## src/design/wtg_pkg.sv

```systemverilog
// package for the watchdog and thermal governor: item types, constants, ladder table
`timescale 1ns / 1ps

package wtg_pkg;

    localparam int TIME_W        = 32;
    localparam int TEMP_W        = 12;
    localparam int COUNT_W       = 3;
    localparam int LEVEL_W       = 2;
    localparam int FPS_W         = 6;
    localparam int WIDTH_W       = 12;
    localparam int NET_W         = 10;
    localparam int LIMIT_W       = 12;
    localparam int THRESH_W      = 11;
    localparam int CFG_DATA_W    = 12;
    localparam int CFG_INDEX_W   = 3;

    localparam logic [COUNT_W-1:0] MAX_RESTARTS    = COUNT_W'(5);
    localparam logic [TIME_W-1:0]  GRACE_SEC       = TIME_W'(45);
    localparam logic [TIME_W-1:0]  RESTART_GAP_SEC = TIME_W'(60);
    localparam logic [LEVEL_W-1:0] LEVEL_MAX       = LEVEL_W'(3);

    typedef enum logic [CFG_INDEX_W-1:0] {
        CFG_STALE_LIMIT  = 3'd0,
        CFG_TEMP_HIGH    = 3'd1,
        CFG_TEMP_LOW     = 3'd2,
        CFG_NOMINAL_FPS  = 3'd3,
        CFG_NOMINAL_WID  = 3'd4,
        CFG_NOMINAL_NET  = 3'd5
    } cfg_index_t;

    typedef struct packed {
        logic [TIME_W-1:0]        now_sec;
        logic                     have_real_frame;
        logic [TIME_W-1:0]        real_frame_sec;
        logic signed [TEMP_W-1:0] temperature;
        logic                     restart_accepted;
    } tick_t;

    typedef struct packed {
        logic                  vision_stale;
        logic                  request_restart;
        logic [COUNT_W-1:0]    restart_number;
        logic                  gave_up;
        logic                  recovered;
        logic [LEVEL_W-1:0]    thermal_level;
        logic                  level_changed;
        logic [FPS_W-1:0]      fps_goal;
        logic [WIDTH_W-1:0]    width_goal;
        logic [NET_W-1:0]      target_net_size;
    } result_t;

    typedef struct packed {
        logic [FPS_W-1:0]   fps;
        logic [WIDTH_W-1:0] width;
        logic [NET_W-1:0]   net;
    } rung_t;

    // targets of the throttled levels; level zero comes from configuration
    function automatic rung_t ladder_rung(input logic [LEVEL_W-1:0] lvl);
        rung_t r;
        case (lvl)
            2'd1:    r = '{fps: FPS_W'(5), width: WIDTH_W'(480), net: NET_W'(256)};
            2'd2:    r = '{fps: FPS_W'(3), width: WIDTH_W'(320), net: NET_W'(224)};
            2'd3:    r = '{fps: FPS_W'(2), width: WIDTH_W'(320), net: NET_W'(192)};
            default: r = '{fps: FPS_W'(10), width: WIDTH_W'(640), net: NET_W'(300)};
        endcase
        return r;
    endfunction

endpackage

```

## src/design/watchdog_thermal_governor_core.sv

```systemverilog
// top level of the watchdog and thermal governor: staleness, restart policy, thermal ladder
`timescale 1ns / 1ps

// One supervisor tick in, one result item out. The whole tick is evaluated in the
// accept cycle by a few 32-bit compares and one saturating add, and the result is
// registered, so a tick is taken every cycle while tick_stall is low.
// A two-entry output register (result plus skid) lets a tick be taken while a result
// waits; tick_stall rises only when both entries are full. Configuration writes take
// effect at the next tick and are meant for idle periods.
module watchdog_thermal_governor_core
    import wtg_pkg::*;
(
    input  logic                   clk,
    input  logic                   rst_n,
    input  logic                   cfg_we,
    input  logic [CFG_INDEX_W-1:0] cfg_index,
    input  logic [CFG_DATA_W-1:0]  cfg_data,
    input  logic                   tick_valid,
    output logic                   tick_stall,
    input  tick_t                  tick,
    output logic                   result_valid,
    input  logic                   result_stall,
    output result_t                result
);

    logic [LIMIT_W-1:0]  stale_limit_reg;
    logic [THRESH_W-1:0] temp_high_reg;
    logic [THRESH_W-1:0] temp_low_reg;
    logic [FPS_W-1:0]    nominal_fps_reg;
    logic [WIDTH_W-1:0]  nominal_width_reg;
    logic [NET_W-1:0]    nominal_net_reg;

    logic [TIME_W-1:0]  grace_deadline_reg, grace_deadline_next;
    logic [TIME_W-1:0]  last_restart_reg, last_restart_next;
    logic [COUNT_W-1:0] restart_count_reg, restart_count_next;
    logic               prior_stale_reg, prior_stale_next;
    logic               stale_flag_reg, stale_flag_next;
    logic [LEVEL_W-1:0] level_reg, level_next;

    logic    out_valid_reg, skid_valid_reg;
    result_t out_data_reg, skid_data_reg;
    result_t result_next;

    logic              accept;
    logic              past_grace;
    logic              stale;
    logic              gap_ok;
    logic [TIME_W:0]   deadline_sum;
    logic [TIME_W-1:0] deadline_sat;
    logic [TIME_W-1:0] frame_age;
    logic [TIME_W-1:0] restart_age;
    logic              temp_valid;
    logic [THRESH_W-1:0] temp_mag;
    rung_t             rung;

    assign accept     = tick_valid && !tick_stall;
    assign tick_stall = skid_valid_reg;

    always_ff @(posedge clk or negedge rst_n)
    begin
        if (!rst_n)
        begin
            stale_limit_reg   <= LIMIT_W'(30);
            temp_high_reg     <= THRESH_W'(750);
            temp_low_reg      <= THRESH_W'(650);
            nominal_fps_reg   <= FPS_W'(10);
            nominal_width_reg <= WIDTH_W'(640);
            nominal_net_reg   <= NET_W'(300);
        end
        else if (cfg_we)
        begin
            case (cfg_index)
                CFG_STALE_LIMIT: stale_limit_reg   <= cfg_data[LIMIT_W-1:0];
                CFG_TEMP_HIGH:   temp_high_reg     <= cfg_data[THRESH_W-1:0];
                CFG_TEMP_LOW:    temp_low_reg      <= cfg_data[THRESH_W-1:0];
                CFG_NOMINAL_FPS: nominal_fps_reg   <= cfg_data[FPS_W-1:0];
                CFG_NOMINAL_WID: nominal_width_reg <= cfg_data[WIDTH_W-1:0];
                CFG_NOMINAL_NET: nominal_net_reg   <= cfg_data[NET_W-1:0];
                default: ;
            endcase
        end
    end

    // staleness and restart policy
    always_comb
    begin
        frame_age    = tick.now_sec - tick.real_frame_sec;
        restart_age  = tick.now_sec - last_restart_reg;
        deadline_sum = {1'b0, tick.now_sec} + {1'b0, GRACE_SEC};
        deadline_sat = deadline_sum[TIME_W] ? '1 : deadline_sum[TIME_W-1:0];
        past_grace   = tick.now_sec > grace_deadline_reg;
        gap_ok       = (tick.now_sec > last_restart_reg) && (restart_age > RESTART_GAP_SEC);

        if (tick.have_real_frame)
        begin
            stale = (tick.now_sec > tick.real_frame_sec) &&
                    (frame_age > {{(TIME_W-LIMIT_W){1'b0}}, stale_limit_reg});
        end
        else
        begin
            stale = past_grace;
        end

        grace_deadline_next = grace_deadline_reg;
        last_restart_next   = last_restart_reg;
        restart_count_next  = restart_count_reg;
        prior_stale_next    = prior_stale_reg;
        stale_flag_next     = stale_flag_reg;
        result_next         = '0;

        if (stale && past_grace)
        begin
            stale_flag_next  = 1'b1;
            prior_stale_next = 1'b1;
            if (gap_ok && (restart_count_reg < MAX_RESTARTS))
            begin
                result_next.request_restart = 1'b1;
                if (tick.restart_accepted)
                begin
                    restart_count_next = restart_count_reg + COUNT_W'(1);
                end
                last_restart_next   = tick.now_sec;
                grace_deadline_next = deadline_sat;
            end
            else if (restart_count_reg >= MAX_RESTARTS)
            begin
                result_next.gave_up = 1'b1;
            end
        end
        else if (!stale)
        begin
            result_next.recovered = prior_stale_reg;
            stale_flag_next       = 1'b0;
            restart_count_next    = '0;
            prior_stale_next      = 1'b0;
        end

        // thermal ladder, at most one level per tick
        temp_valid = !tick.temperature[TEMP_W-1] && (tick.temperature != '0);
        temp_mag   = tick.temperature[THRESH_W-1:0];
        level_next = level_reg;
        if (temp_valid)
        begin
            if ((temp_mag >= temp_high_reg) && (level_reg < LEVEL_MAX))
            begin
                level_next = level_reg + LEVEL_W'(1);
            end
            else if ((temp_mag <= temp_low_reg) && (level_reg != '0))
            begin
                level_next = level_reg - LEVEL_W'(1);
            end
        end

        rung = ladder_rung(level_next);
        if (level_next == '0)
        begin
            rung.fps   = nominal_fps_reg;
            rung.width = nominal_width_reg;
            rung.net   = nominal_net_reg;
        end

        result_next.vision_stale    = stale_flag_next;
        result_next.restart_number  = restart_count_next;
        result_next.thermal_level   = level_next;
        result_next.level_changed   = level_next != level_reg;
        result_next.fps_goal        = rung.fps;
        result_next.width_goal      = rung.width;
        result_next.target_net_size = rung.net;
    end

    always_ff @(posedge clk or negedge rst_n)
    begin
        if (!rst_n)
        begin
            grace_deadline_reg <= GRACE_SEC;
            last_restart_reg   <= '0;
            restart_count_reg  <= '0;
            prior_stale_reg    <= 1'b0;
            stale_flag_reg     <= 1'b0;
            level_reg          <= '0;
        end
        else if (accept)
        begin
            grace_deadline_reg <= grace_deadline_next;
            last_restart_reg   <= last_restart_next;
            restart_count_reg  <= restart_count_next;
            prior_stale_reg    <= prior_stale_next;
            stale_flag_reg     <= stale_flag_next;
            level_reg          <= level_next;
        end
    end

    // result register with skid entry
    always_ff @(posedge clk or negedge rst_n)
    begin
        if (!rst_n)
        begin
            out_valid_reg  <= 1'b0;
            skid_valid_reg <= 1'b0;
        end
        else
        begin
            if (out_valid_reg && result_stall)
            begin
                if (accept)
                begin
                    skid_valid_reg <= 1'b1;
                end
            end
            else if (skid_valid_reg)
            begin
                out_valid_reg  <= 1'b1;
                skid_valid_reg <= 1'b0;
            end
            else
            begin
                out_valid_reg <= accept;
            end
        end
    end

    always_ff @(posedge clk)
    begin
        if (out_valid_reg && result_stall)
        begin
            if (accept)
            begin
                skid_data_reg <= result_next;
            end
        end
        else if (skid_valid_reg)
        begin
            out_data_reg <= skid_data_reg;
        end
        else if (accept)
        begin
            out_data_reg <= result_next;
        end
    end

    assign result_valid = out_valid_reg;
    assign result       = out_data_reg;

`ifndef SYNTHESIS
    a_skid_needs_out: assert property (@(posedge clk) disable iff (!rst_n)
        skid_valid_reg |-> out_valid_reg)
        else $error("skid entry full while result register empty");

    a_count_bound: assert property (@(posedge clk) disable iff (!rst_n)
        restart_count_reg <= MAX_RESTARTS)
        else $error("restart count beyond limit");

    a_request_while_stale: assert property (@(posedge clk) disable iff (!rst_n)
        (result_valid && result.request_restart) |-> result.vision_stale)
        else $error("restart requested without stale flag");

    a_gave_up_at_limit: assert property (@(posedge clk) disable iff (!rst_n)
        (result_valid && result.gave_up) |-> (result.restart_number == MAX_RESTARTS))
        else $error("gave up below restart limit");

    a_level_step: assert property (@(posedge clk) disable iff (!rst_n)
        (accept && (level_next != level_reg)) |=>
            ((level_reg == $past(level_reg) + LEVEL_W'(1)) ||
             (level_reg == $past(level_reg) - LEVEL_W'(1))))
        else $error("thermal level moved by more than one");
`endif

endmodule

```

## config.mk

```make
export PLATFORM = sky130hd
export DESIGN_NAME = watchdog_thermal_governor_core
export DESIGN_NICKNAME = d
export VERILOG_FILES = /design/src/design/wtg_pkg.sv /design/src/design/watchdog_thermal_governor_core.sv
export SDC_FILE = /design/constraint.sdc
export NUM_CORES = 1
export LEC_CHECK = 0
export ABC_AREA = 1
export BUFFER_PORTS_ARGS = -buffer_cell sky130_fd_sc_hd__clkbuf_2
export CELL_PAD_IN_SITES_DETAIL_PLACEMENT = 0
export CELL_PAD_IN_SITES_GLOBAL_PLACEMENT = 2
export CORE_MARGIN = 1.5
export CORE_UTILIZATION = 37
export DETAILED_ROUTE_END_ITERATION = 10
export HOLD_SLACK_MARGIN = 0.06
export PLACE_DENSITY_LB_ADDON = 0.1
export SLEW_MARGIN = 20
export SYNTH_ARGS = -nofsm -noshare
export SYNTH_HDL_FRONTEND = slang
export SYNTH_SLANG_ARGS = --single-unit
```

## constraint.sdc

```tcl
create_clock -name clk -period 7.21 [get_ports clk]
set_clock_uncertainty 0.1 [all_clocks]
set_input_delay 0.3605 -clock clk [delete_from_list [all_inputs] [get_ports clk]]
set_output_delay 0.3605 -clock clk [all_outputs]
set_load 0.005 [all_outputs]
```

Yosys cells after proc, flatten, opt, wreduce, memory -nomap -nowiden
Cells that the tools add are included. Widths: inputs -> output; s select.

Register bits: 211. Word-level logic and storage cells: 115.

Add/subtract/negate cells: 6. $lt $le $gt $ge: 10. Eq/ne operators: 11. Multiplexer cells: 27. Bitwise gates (word level): 1. Reduce and logical (&&, ||, !) cells: 26.

Operators by type and width (number): $gt 32x32->1 (3); $pmux 26 s3 (1); $mux 38 (2); $sub 32x32->32 (2); $add 32x6->33 const B (1); $gt 32x12->1 (1); $gt 32x6->1 const B (1); $mux 32 (1); $mux 28 (1); $reduce_and 2->1 (9); $mux 1 (15); $mux 3 (4); $reduce_bool 12->1 (1); $ge 11x11->1 (1); $le 11x11->1 (1); $logic_and 1x1->1 (9); $eq 3x2->1 const B (2); $eq 3x3->1 const B (2); $mux 2 (3); $eq 2x2->1 const B (2); $reduce_bool 2->1 (2); $add 3x1->3 const B (1); $eq 3x1->1 const B (1); $ge 3x3->1 const B (1); other kinds (13) (14).

Logic depth before layout (Yosys ltp)
Gate-level depths: netlist of the first run.

Depth after elaboration: 10. Mapped depth: 30.

Worst setup path after synthesis of the first run
No wires, ideal clock.

Kind: register to register. Start: register temp_high_reg[2]. End: register out_data_reg, in the netlist result[15], data pin. Data arrival time: 3.116 ns. Required time: 6.958 ns. Path slack: 3.842 ns. Cell stages (with the launch flop): 21. Path buffers: 2. Cells stage by stage: dfstp_2 > inv_1 > ha_1 > inv_1 > o31ai_1 > nand2_1 > nand2_1 > nand2_1 > a21oi_1 > o21bai_1 > nand3_1 > nand2_1 > or2_2 > nand3_1 > o21ai_0 > inv_1 > ha_1 > clkbuf_1 > clkbuf_1 > nand2_1 > a31oi_1.

Longest elaborated chain between the ends: 9.

Ends and longest elaborated chain: from (decl) (RTL line watchdog_thermal_governor_core.sv:27) `logic [THRESH_W-1:0] temp_high_reg;`; from (signal assigned) (RTL line watchdog_thermal_governor_core.sv:74) `CFG_TEMP_HIGH: temp_high_reg <= cfg_data[THRESH_W-1:0];`; $ge 11x11->1 * (RTL line watchdog_thermal_governor_core.sv:144) `if ((temp_mag >= temp_high_reg) && (level_reg < LEVEL_MAX))`; $logic_and 1x1->1 * (RTL line watchdog_thermal_governor_core.sv:144); $mux 2 * (RTL line watchdog_thermal_governor_core.sv:144); $mux 2 * (RTL line watchdog_thermal_governor_core.sv:142) `if (temp_valid)`; via level_next[1] (RTL line watchdog_thermal_governor_core.sv:38) `logic [LEVEL_W-1:0] level_reg, level_next;`; $eq 2x2->1 or $eq 2x1->1 (tied branches) (RTL line wtg_pkg.sv:62) `case (lvl)`; $pmux 26 s3 (RTL line wtg_pkg.sv:62); $mux 28 * (RTL line watchdog_thermal_governor_core.sv:155) `if (level_next == '0)`; $mux 38 * (RTL line watchdog_thermal_governor_core.sv:235) `else if (accept)`; $mux 38 * (RTL line watchdog_thermal_governor_core.sv:231) `else if (skid_valid_reg)`; to (signal assigned) (RTL line watchdog_thermal_governor_core.sv:233) `out_data_reg <= skid_data_reg;`; to (signal assigned) (RTL line watchdog_thermal_governor_core.sv:237) `out_data_reg <= result_next;`; to (decl) (RTL line watchdog_thermal_governor_core.sv:41) `result_t out_data_reg, skid_data_reg;`.

Mark *: on every way through the listed nets, which the timed path passes. The rest lies on a longest branch. The select of a mux whose other input is x is not followed. A chain may end at the register's enable or synchronous reset.

Worst setup path after layout of the first run
Start: input tick[46] (netlist name). End: register grace_deadline_reg[9].

Longest elaborated chain between the ends: 6.

Ends and longest elaborated chain: from (decl) (RTL line watchdog_thermal_governor_core.sv:20) `input tick_t tick,`; $sub 32x32->32 (RTL line watchdog_thermal_governor_core.sv:87) `frame_age = tick.now_sec - tick.real_frame_sec;`; $gt 32x12->1 (RTL line watchdog_thermal_governor_core.sv:97) `(frame_age > {{(TIME_W-LIMIT_W){1'b0}}, stale_limit_reg});`; $logic_and 1x1->1 (RTL line watchdog_thermal_governor_core.sv:96) `stale = (tick.now_sec > tick.real_frame_sec) &&`; $mux 1 (RTL line watchdog_thermal_governor_core.sv:94) `if (tick.have_real_frame)`; $logic_and 1x1->1 (RTL line watchdog_thermal_governor_core.sv:111) `if (stale && past_grace)`; $reduce_and 3->1 (no line); to (signal assigned) (RTL line watchdog_thermal_governor_core.sv:184) `grace_deadline_reg <= grace_deadline_next;`; to (decl) (RTL line watchdog_thermal_governor_core.sv:33) `logic [TIME_W-1:0] grace_deadline_reg, grace_deadline_next;`.

Several ways; a longest one is shown, not always the timed one.

==> impl_metrics.toml, run 1 <==
[logic_synthesis]
synth_common_cells = "nand2_1 (844), inv_1 (402), nor2_1 (167)"
synth_top_area_share_pct = 19.34
yosysUniqueCellTypes = 48
syn_area_per_cell_um2 = 6.918
yosysWarnings = 0
syn_nets = 2608
postSynthCellCount = 2368
synth-seq-area-share_pct = 34.76
async_flop_share_pct = 63.98
synth.cell_area_mm2 = 0.01638
ys_ff_latch = 211
post-synth-top-count-cell = "nand2_1"
synthFlopType = "dfrtp_1"
synthTopCellsByArea = "nand2_1 (19%), dfrtp_1 (16%), edfxtp_1 (14%)"
synth-edff-count = 76
synth_largest_area_cell = "nand2_1"

[clock_network]
cts_root_buf = "clkbuf_16"
numCtsBuffers = 26
clockBufferDepth = 3
cts_resized = 0
htreeDepth = 1
cts_hold_buffers = 8
clkLatencyLatePin_ns = 0.55
cts.sinks = 211
cts_setup_buffers = 0
clk_pin_slew_worst_paths_ns = 0.06
cts_tree = "yes"

[global_route]
antenna_found_initial = 1
grt_pass1_wl_mm = 78.36
grt_usage_pct = 22.07
grt_max_degree = 80
first_global_vias = 14240
overflow = 0

[setup_path]
required_ns = 7.52
crit_top_cell = "nand2_1"
startpoint_type = "input port"
worstRegToRegCells = 17
r2r-end = "grace_deadline_reg[9]$_DFFE_PN0P_"
cp_slowest_stage_delay_ns = 0.61
crit_type = "in2reg"
crit_fanout = 64
r2r_setup_slack_ns = 2.77
reg2reg_from = "grace_deadline_reg[31]$_DFFE_PN0P_"
cp.arrival_ns = 5.37
worstSetupEndpointType = "flip-flop"
slowest_stage = "nand2_4"

[detailed_routing]
viasPerCell = 4.770
postRouteAntennaNets = 0
post-route-drc-count = 0
totalWireLength_mm = 49.27
drt-pass1-iter-count = 5
vias = 14840
routedWlPerCell_um = 15.84
drt_iter0_markers = 788

[timing]
setup_viol = 0
max_freq_ghz = 0.1975
rsz0062_at_grt = "no"
post-route-period-util_pct = 70.24
min_period_ns = 5.064
max-slew-margin-rel_pct = 43.89
hold_violations = 0
fin_ws_ns = 2.146
hold_ws_ns = 0.07810
tns_ns = 0
finalMaxSlewViolations = 0
tightest_slew_ns = 0.8417

[floorplanning]
io_pins = 138
row_count = 76
die_x_um = 213.4
die-area_mm2 = 0.04555
start_util_pct = 37.78
die_h_um = 213.4
core_region_area_mm2 = 0.04336

[cells_and_area]
drive_above_1_share_pct = 11.64
final_nets = 2745
final_cell_count_no_fill = 3111
fillers = 4598
multiInputGateArea_mm2 = 0.008906
synthToLayoutAreaGrowth_pct = 13.85
register_area_mm2 = 0.005694

[pwr]
max-vdd-ir-drop_uv = 201.2
power_density_mw_per_mm2 = 306.2
p_leak_nw = 10.01

[place]
dp_hpwl_mm = 38.36
numPlacedInstances = 3052
io_buffers = 137
place_congestion = 0.8517
dpl_worst_slack_ns = 2.170

[worst_hold_path]
hold_path.class = "in2reg"
min_from = "tick[49]"
hold_end = "last_restart_reg[3]$_DFFE_PN0P_"
hold_path_depth = 3

[flow_run]
drv_cap = 0

[status]
status = "finished, final reports clean"
placed cells by master (no fill, tap or decap), drive strengths merged, types with 2 or more instances in the layout:
| master | instances |
|---|---|
| ha | 140 |
| dfrtp | 108 |
| nand3b | 19 |
| dfstp | 27 |
| nand2 | 856 |
| o21bai | 8 |
| a31oi | 10 |
| nor3 | 22 |
| bufinv | 5 |
| dlygate4sd3 | 8 |
| fa | 2 |
| o211ai | 5 |
| a21oi | 90 |
| edfxtp | 76 |
| nand3 | 167 |
| xnor2 | 4 |
| a211oi | 2 |
| nand4 | 25 |
| inv | 406 |
| a21o | 4 |
| o21a | 2 |
| o21ai | 125 |
| xor2 | 17 |
| nor2 | 175 |
| clkinv | 13 |
| clkbuf | 168 |
| and2 | 4 |
| buf | 10 |
| nor4 | 10 |
| or2 | 11 |
worst max-delay path, delay by kind of cell:
kind,cells,cell delay [ns]
buf+inv,4,1.00
simple gates,21,2.94
fa+ha+maj,3,0.91
xor+xnor,1,0.10
cell families (layout without fill, tap and decap cells):
family,Yosys count,count (layout),synth area share [%]
AND/OR/NAND/NOR,1291,1291,33.96
buffers and inverters,453,610,11.01
AO/OA/AOI/OAI,250,250,8.218
flip-flops,211,211,34.76
adder cells (fa/ha/maj),142,142,10.94
XOR/XNOR,21,21,1.123
other,0,1,0
metrics by stage:
step	total power (W)	area, µm²	util (%)
final	0.005711	18650	43.01
after global routing	0.006256	18650	43.01
after CTS	0.005784	18610	42.91
after detailed placement	0.004366	17630	40.65
after global placement	0.004328	17600	40.59
after floorplan	0.003641	16380	-
report_power, final:
group | total (W) | switching [W] | internal (W) | leakage [nW]
combinational | 0.00253 | 0.00166 | 0.000863 | 7.19
sequential | 0.00180 | 0.000153 | 0.00165 | 2.37
clock | 0.00139 | 0.000534 | 0.000852 | 0.446
total | 0.00571 | 0.00235 | 0.00336 | 10.0
final cells by class:
class	count	share of cell area [%]
flip-flops and latches	211	30.53
diodes	1	0.01342
inverters	408	8.218
repair buffers	154	4.736
well taps	585	3.924
clock buffers	32	3.663
multi-input cells	1704	47.75
clock inverters	16	1.167
worst max path at each step:
stage | start | endpoint | slack, ns | cells past startpoint
2_1_floorplan | temp_high_reg[2]$_DFFE_PN1P_ | result[15]$_DFFE_PP_ | 3.84 | 20
3_3_place_gp | tick[48] | last_restart_reg[21]$_DFFE_PN0P_ | 2.24 | 27
3_5_place_dp | tick[46] | grace_deadline_reg[14]$_DFFE_PN0P_ | 2.17 | 28
4_1_cts | tick[46] | grace_deadline_reg[14]$_DFFE_PN0P_ | 2.13 | 29
5_1_grt | tick[46] | last_restart_reg[7]$_DFFE_PN0P_ | 1.74 | 30
6_report | tick[46] | grace_deadline_reg[9]$_DFFE_PN0P_ | 2.15 | 29
per-layer routing:
metal / track usage (%) / vias to the layer above / routed length [µm]
met3: 2.182 / 41 / 1599
met4: 3.885 / 0 / 677
met5: 0 / - / 0
met1: 30.04 / 6784 / 23650
li1: - / 7776 / -
met2: 38.28 / 238 / 23350
Power figures use the tool's default switching activity.
==> run 2: changes to the inputs <==
--- a/config.mk
+++ b/config.mk
@@ -10,7 +10,7 @@
 export CELL_PAD_IN_SITES_DETAIL_PLACEMENT = 0
 export CELL_PAD_IN_SITES_GLOBAL_PLACEMENT = 2
 export CORE_MARGIN = 1.5
-export CORE_UTILIZATION = 37
+export CORE_UTILIZATION = 31
 export DETAILED_ROUTE_END_ITERATION = 10
 export HOLD_SLACK_MARGIN = 0.06
 export PLACE_DENSITY_LB_ADDON = 0.1
==> constraint.sdc (replaced) <==
create_clock -name clk -period 4.3 [get_ports clk]
set_clock_uncertainty 0.1 [all_clocks]
set_input_delay 0.215 -clock clk [delete_from_list [all_inputs] [get_ports clk]]
set_output_delay 0.215 -clock clk [all_outputs]
set_load 0.005 [all_outputs]
==> impl_metrics.toml, run 2 (synthesized netlist as in run 1, its figures left out) <==
[detailed_routing]
viasPerCell = 4.563
totalWireLength_mm = 52.42
post-route-drc-count = 0
routedWlPerCell_um = 15.98
drt_iter0_markers = 651
postRouteAntennaNets = 0
drt-pass1-iter-count = 5
vias = 14970

[timing]
tightest_slew_ns = 1.011
finalMaxSlewViolations = 0
setup_viol = 0
max_freq_ghz = 0.2541
hold_violations = 0
rsz0062_at_grt = "no"
min_period_ns = 3.936
tns_ns = 0
post-route-period-util_pct = 91.53
hold_ws_ns = 0.05204
max-slew-margin-rel_pct = 32.63
fin_ws_ns = 0.3644

[status]
status = "finished, final reports clean"

[floorplanning]
row_count = 84
die_h_um = 232.9
io_pins = 138
die_x_um = 232.9
die-area_mm2 = 0.05423
core_region_area_mm2 = 0.05245
start_util_pct = 31.24

[global_route]
overflow = 0
grt_usage_pct = 19.41
grt_pass1_wl_mm = 81.96
first_global_vias = 14510
antenna_found_initial = 0
grt_max_degree = 80

[worst_hold_path]
hold_path.class = "in2reg"

[setup_path]
cp.arrival_ns = 4.32
slowest_stage = "dlygate4sd3_1"
cp_slowest_stage_delay_ns = 0.58
crit_top_cell = "nand2_1"
startpoint_type = "input port"
worstSetupEndpointType = "flip-flop"
crit_fanout = 31
crit_type = "in2reg"
required_ns = 4.69

[cells_and_area]
fillers = 5714
layout_common_cells = "nand2_1 (844), inv_1 (402), nor2_1 (165)"
final_common_cell = "nand2_1"
final_util_pct = 36.95
final_cell_count_no_fill = 3280
drive_above_1_share_pct = 12.54
final_nets = 2811
synthToLayoutAreaGrowth_pct = 18.31
antenna_cells = 0

[clock_network]
clk_pin_slew_worst_paths_ns = 0.06
clockBufferDepth = 3
htreeDepth = 1
numCtsBuffers = 27
cts_root_buf = "clkbuf_16"
cts_tree = "yes"
cts.sinks = 211
clkLatencyLatePin_ns = 0.56

[pwr]
p_leak_nw = 10.28
power_density_mw_per_mm2 = 499.2
max-vdd-ir-drop_uv = 263.3

[place]
io_buffers = 137
numPlacedInstances = 3184
dp_hpwl_mm = 41.64
dpl_worst_slack_ns = 0.2071
place_congestion = 0.8523

[flow_run]
drv_cap = 0
run 2: final cells by class:
type | count | area [µm²] | share of cell area [%]
multi-input combinational | 1704 | 8917 | 46.01
sequential | 211 | 5694 | 29.38
inverter | 408 | 1533 | 7.908
timing repair buffer | 219 | 1493 | 7.702
tap | 688 | 860.8 | 4.442
clock buffer | 31 | 690.7 | 3.564
clock inverter | 19 | 192.7 | 0.9942
run 2: timing repair:
action / 4_1_cts / 5_1_grt
hold endpoints to repair: 138 / 0
hold buffers: 42 / 0
setup buffers: 0 / 2
resized for setup: 0 / 5
setup endpoints to repair: 0 / 45
run 2: critical path: cells and delay by family:
family | cells | cell delay (ns)
XOR/XNOR | 1 | 0.08
adder cells (fa/ha/maj) | 3 | 0.91
buffers and inverters | 5 | 1.29
AND/OR/NAND/NOR | 20 | 1.78
run 2: where the power goes:
part	switching [W]	internal, W	total (W)	leakage, nW
clock	0.000915	0.00134	0.00225	0.412
sequential	0.000260	0.00276	0.00302	2.37
combinational	0.00285	0.00155	0.00440	7.49
total	0.00403	0.00565	0.00968	10.3
run 2: per-stage QoR:
stage | cell area, µm² | power, W
floorplan | 16380 | 0.006105
global placement | 17990 | 0.007404
detailed placement | 17990 | 0.007445
CTS | 19290 | 0.009780
global route | 19380 | 0.01064
finish | 19380 | 0.009676
run 2: routing by layer:
metal | global-route usage [%] | share of wire, %
met1 | 25.17 | 47
met2 | 34.59 | 48
met3 | 1.850 | 2.6
met4 | 4.435 | 2.3
met5 | 0 | 0
run 2: final timing paths:
path / start / to / slack, ns / cells after the start
min in group asynchronous: rst_n / last_restart_reg[30]$_DFFE_PN0P_ / 0.16 / 2
worst max-delay path: tick[46] / last_restart_reg[5]$_DFFE_PN0P_ / 0.36 / 29
worst min-delay path: cfg_data[5] / temp_low_reg[5]$_DFFE_PN0P_ / 0.05 / 3
worst max register to register: temp_high_reg[2]$_DFFE_PN1P_ / result[16]$_DFFE_PP_ / 0.61 / 21
max in group asynchronous: rst_n / temp_high_reg[9]$_DFFE_PN1P_ / 3.01 / 3
worst min register to register: grace_deadline_reg[2]$_DFFE_PN1P_ / grace_deadline_reg[2]$_DFFE_PN1P_ / 0.36 / 2
==> run 3: changes to the inputs <==
--- a/config.mk
+++ b/config.mk
@@ -13,7 +13,7 @@
 export CORE_UTILIZATION = 31
 export DETAILED_ROUTE_END_ITERATION = 10
 export HOLD_SLACK_MARGIN = 0.06
-export PLACE_DENSITY_LB_ADDON = 0.1
+export PLACE_DENSITY_LB_ADDON = 0.2
 export SLEW_MARGIN = 20
 export SYNTH_ARGS = -nofsm -noshare
 export SYNTH_HDL_FRONTEND = slang
==> impl_metrics.toml, run 3 (synthesized netlist as in run 1, its figures left out) <==
[status]
status = "finished, final reports clean"

[worst_hold_path]
min_from = "cfg_data[4]"
hold_path.class = "in2reg"

[clock_network]
clk_pin_slew_worst_paths_ns = 0.06
clkLatencyLatePin_ns = 0.55
numCtsBuffers = 26
htreeDepth = 1
cts_root_buf = "clkbuf_16"
cts_tree = "yes"
clockBufferDepth = 3
cts.sinks = 211

[setup_path]
crit_fanout = 29
reg2reg_from = "temp_high_reg[2]$_DFFE_PN1P_"
crit_top_cell = "nand2_1"
startpoint_type = "input port"
cp_slowest_stage_delay_ns = 0.52
required_ns = 4.63
cp.arrival_ns = 4.33
slowest_stage = "dlygate4sd3_1"
crit_start = "tick[46]"
crit_type = "in2reg"
worstSetupEndpointType = "flip-flop"

[detailed_routing]
vias = 15210
drt-pass1-iter-count = 5
totalWireLength_mm = 52.34
drt_iter0_markers = 854
postRouteAntennaNets = 0
post-route-drc-count = 0
routedWlPerCell_um = 15.97
viasPerCell = 4.641

[floorplanning]
die_h_um = 232.9
start_util_pct = 31.24
io_pins = 138
die_x_um = 232.9
row_count = 84
core_region_area_mm2 = 0.05245
die-area_mm2 = 0.05423

[global_route]
grt_max_degree = 69
grt_pass1_wl_mm = 83.30
grt_usage_pct = 19.62
antenna_found_initial = 1
overflow = 0
first_global_vias = 15090

[flow_run]
drv_cap = 0

[cells_and_area]
synthToLayoutAreaGrowth_pct = 17.91
register_area_mm2 = 0.005694
multiInputGateArea_mm2 = 0.008915
layout_common_cells = "nand2_1 (843), inv_1 (402), nor2_1 (166)"
final_nets = 2808
fillers = 5646
final_common_cell = "nand2_1"
drive_above_1_share_pct = 12.64

[timing]
max-slew-margin-rel_pct = 42.93
min_period_ns = 4.000
tns_ns = 0
post-route-period-util_pct = 93.02
max_freq_ghz = 0.2500
setup_viol = 0
rsz0062_at_grt = "no"
hold_violations = 0
finalMaxSlewViolations = 0
tightest_slew_ns = 0.8495

[place]
place_congestion = 0.8428
dp_hpwl_mm = 41.69
io_buffers = 137

[pwr]
p_leak_nw = 10.26
max-vdd-ir-drop_uv = 312.5
power_density_mw_per_mm2 = 492.8
fin_total_pwr_w = 0.009520
-- run 3: changes by cell type in the layout (fill, tap and decap cells not counted), sizes merged --
cell | previous run | this run
diode | 0 | 1
bufinv | 3 | 1
dlygate4sd3 | 42 | 37
clkbuf | 168 | 172
clkinv | 11 | 12
buf | 40 | 42
clkinvlp | 6 | 3
inv | 407 | 406
-- run 3: power by group --
part	total [W]	leakage [nW]	switching [W]	internal, W
combinational	0.00437	7.49	0.00284	0.00153
sequential	0.00303	2.37	0.000266	0.00276
clock	0.00212	0.401	0.000881	0.00124
-- run 3: final timing paths --
path,end,slack [ns],depth (start not counted)
worst max-delay path,grace_deadline_reg[24]$_DFFE_PN0P_,0.30,30
worst min-delay path,nominal_net_reg[4]$_DFFE_PN0P_,0.05,3
worst max register to register,result[20]$_DFFE_PP_,0.44,19
worst min register to register,grace_deadline_reg[3]$_DFFE_PN1P_,0.36,2
max in group asynchronous,nominal_fps_reg[3]$_DFFE_PN1P_,3.08,3
min in group asynchronous,last_restart_reg[29]$_DFFE_PN0P_,0.12,2
-- run 3: worst max-delay path, delay by kind of cell --
family	cells	cell delay [ns]
XOR/XNOR	1	0.08
adder cells (fa/ha/maj)	3	0.92
AND/OR/NAND/NOR	21	1.93
buffers and inverters	5	1.15
-- run 3: stage by stage --
stage	instances	area, µm²	utilization [%]	setup WS (ns)	hold slack, ns
2_1_floorplan	2368	16380	-	0.9324	-0.1806
3_3_place_gp	3186	18020	34.36	0.2735	0.1551
3_5_place_dp	3187	18050	34.41	0.2271	0.1600
4_1_cts	3272	19250	36.70	0.2682	0.06364
5_1_grt	3276	19310	36.83	0.01157	0.06263
6_report	3277	19320	36.83	0.3000	0.04859
-- run 3: what timing repair did --
item,CTS,global route
resized for setup,0,3
hold buffers,37,0
setup endpoints to repair,0,53
buffers inserted,0,3
endpoints found under the hold margin,156,0
-- run 3: routing by layer --
| metal | vias up | part of all wire [%] | global-route usage (%) |
|---|---|---|---|
| met5 | - | 0 | 0 |
| met3 | 56 | 2.9 | 2.034 |
| met2 | 226 | 48 | 35.13 |
| li1 | 7903 | - | - |
| met4 | 0 | 2.4 | 4.476 |
| met1 | 7025 | 46 | 25.20 |
-- run 3: area by class of cell --
| type | instances | area share, % |
|---|---|---|
| tap | 688 | 4.457 |
| clock inverter | 14 | 0.5830 |
| multi-input combinational | 1704 | 46.15 |
| antenna | 1 | 0.01296 |
| inverter | 408 | 7.935 |
| sequential | 211 | 29.48 |
| timing repair buffer | 217 | 7.650 |
| clock buffer | 34 | 3.731 |
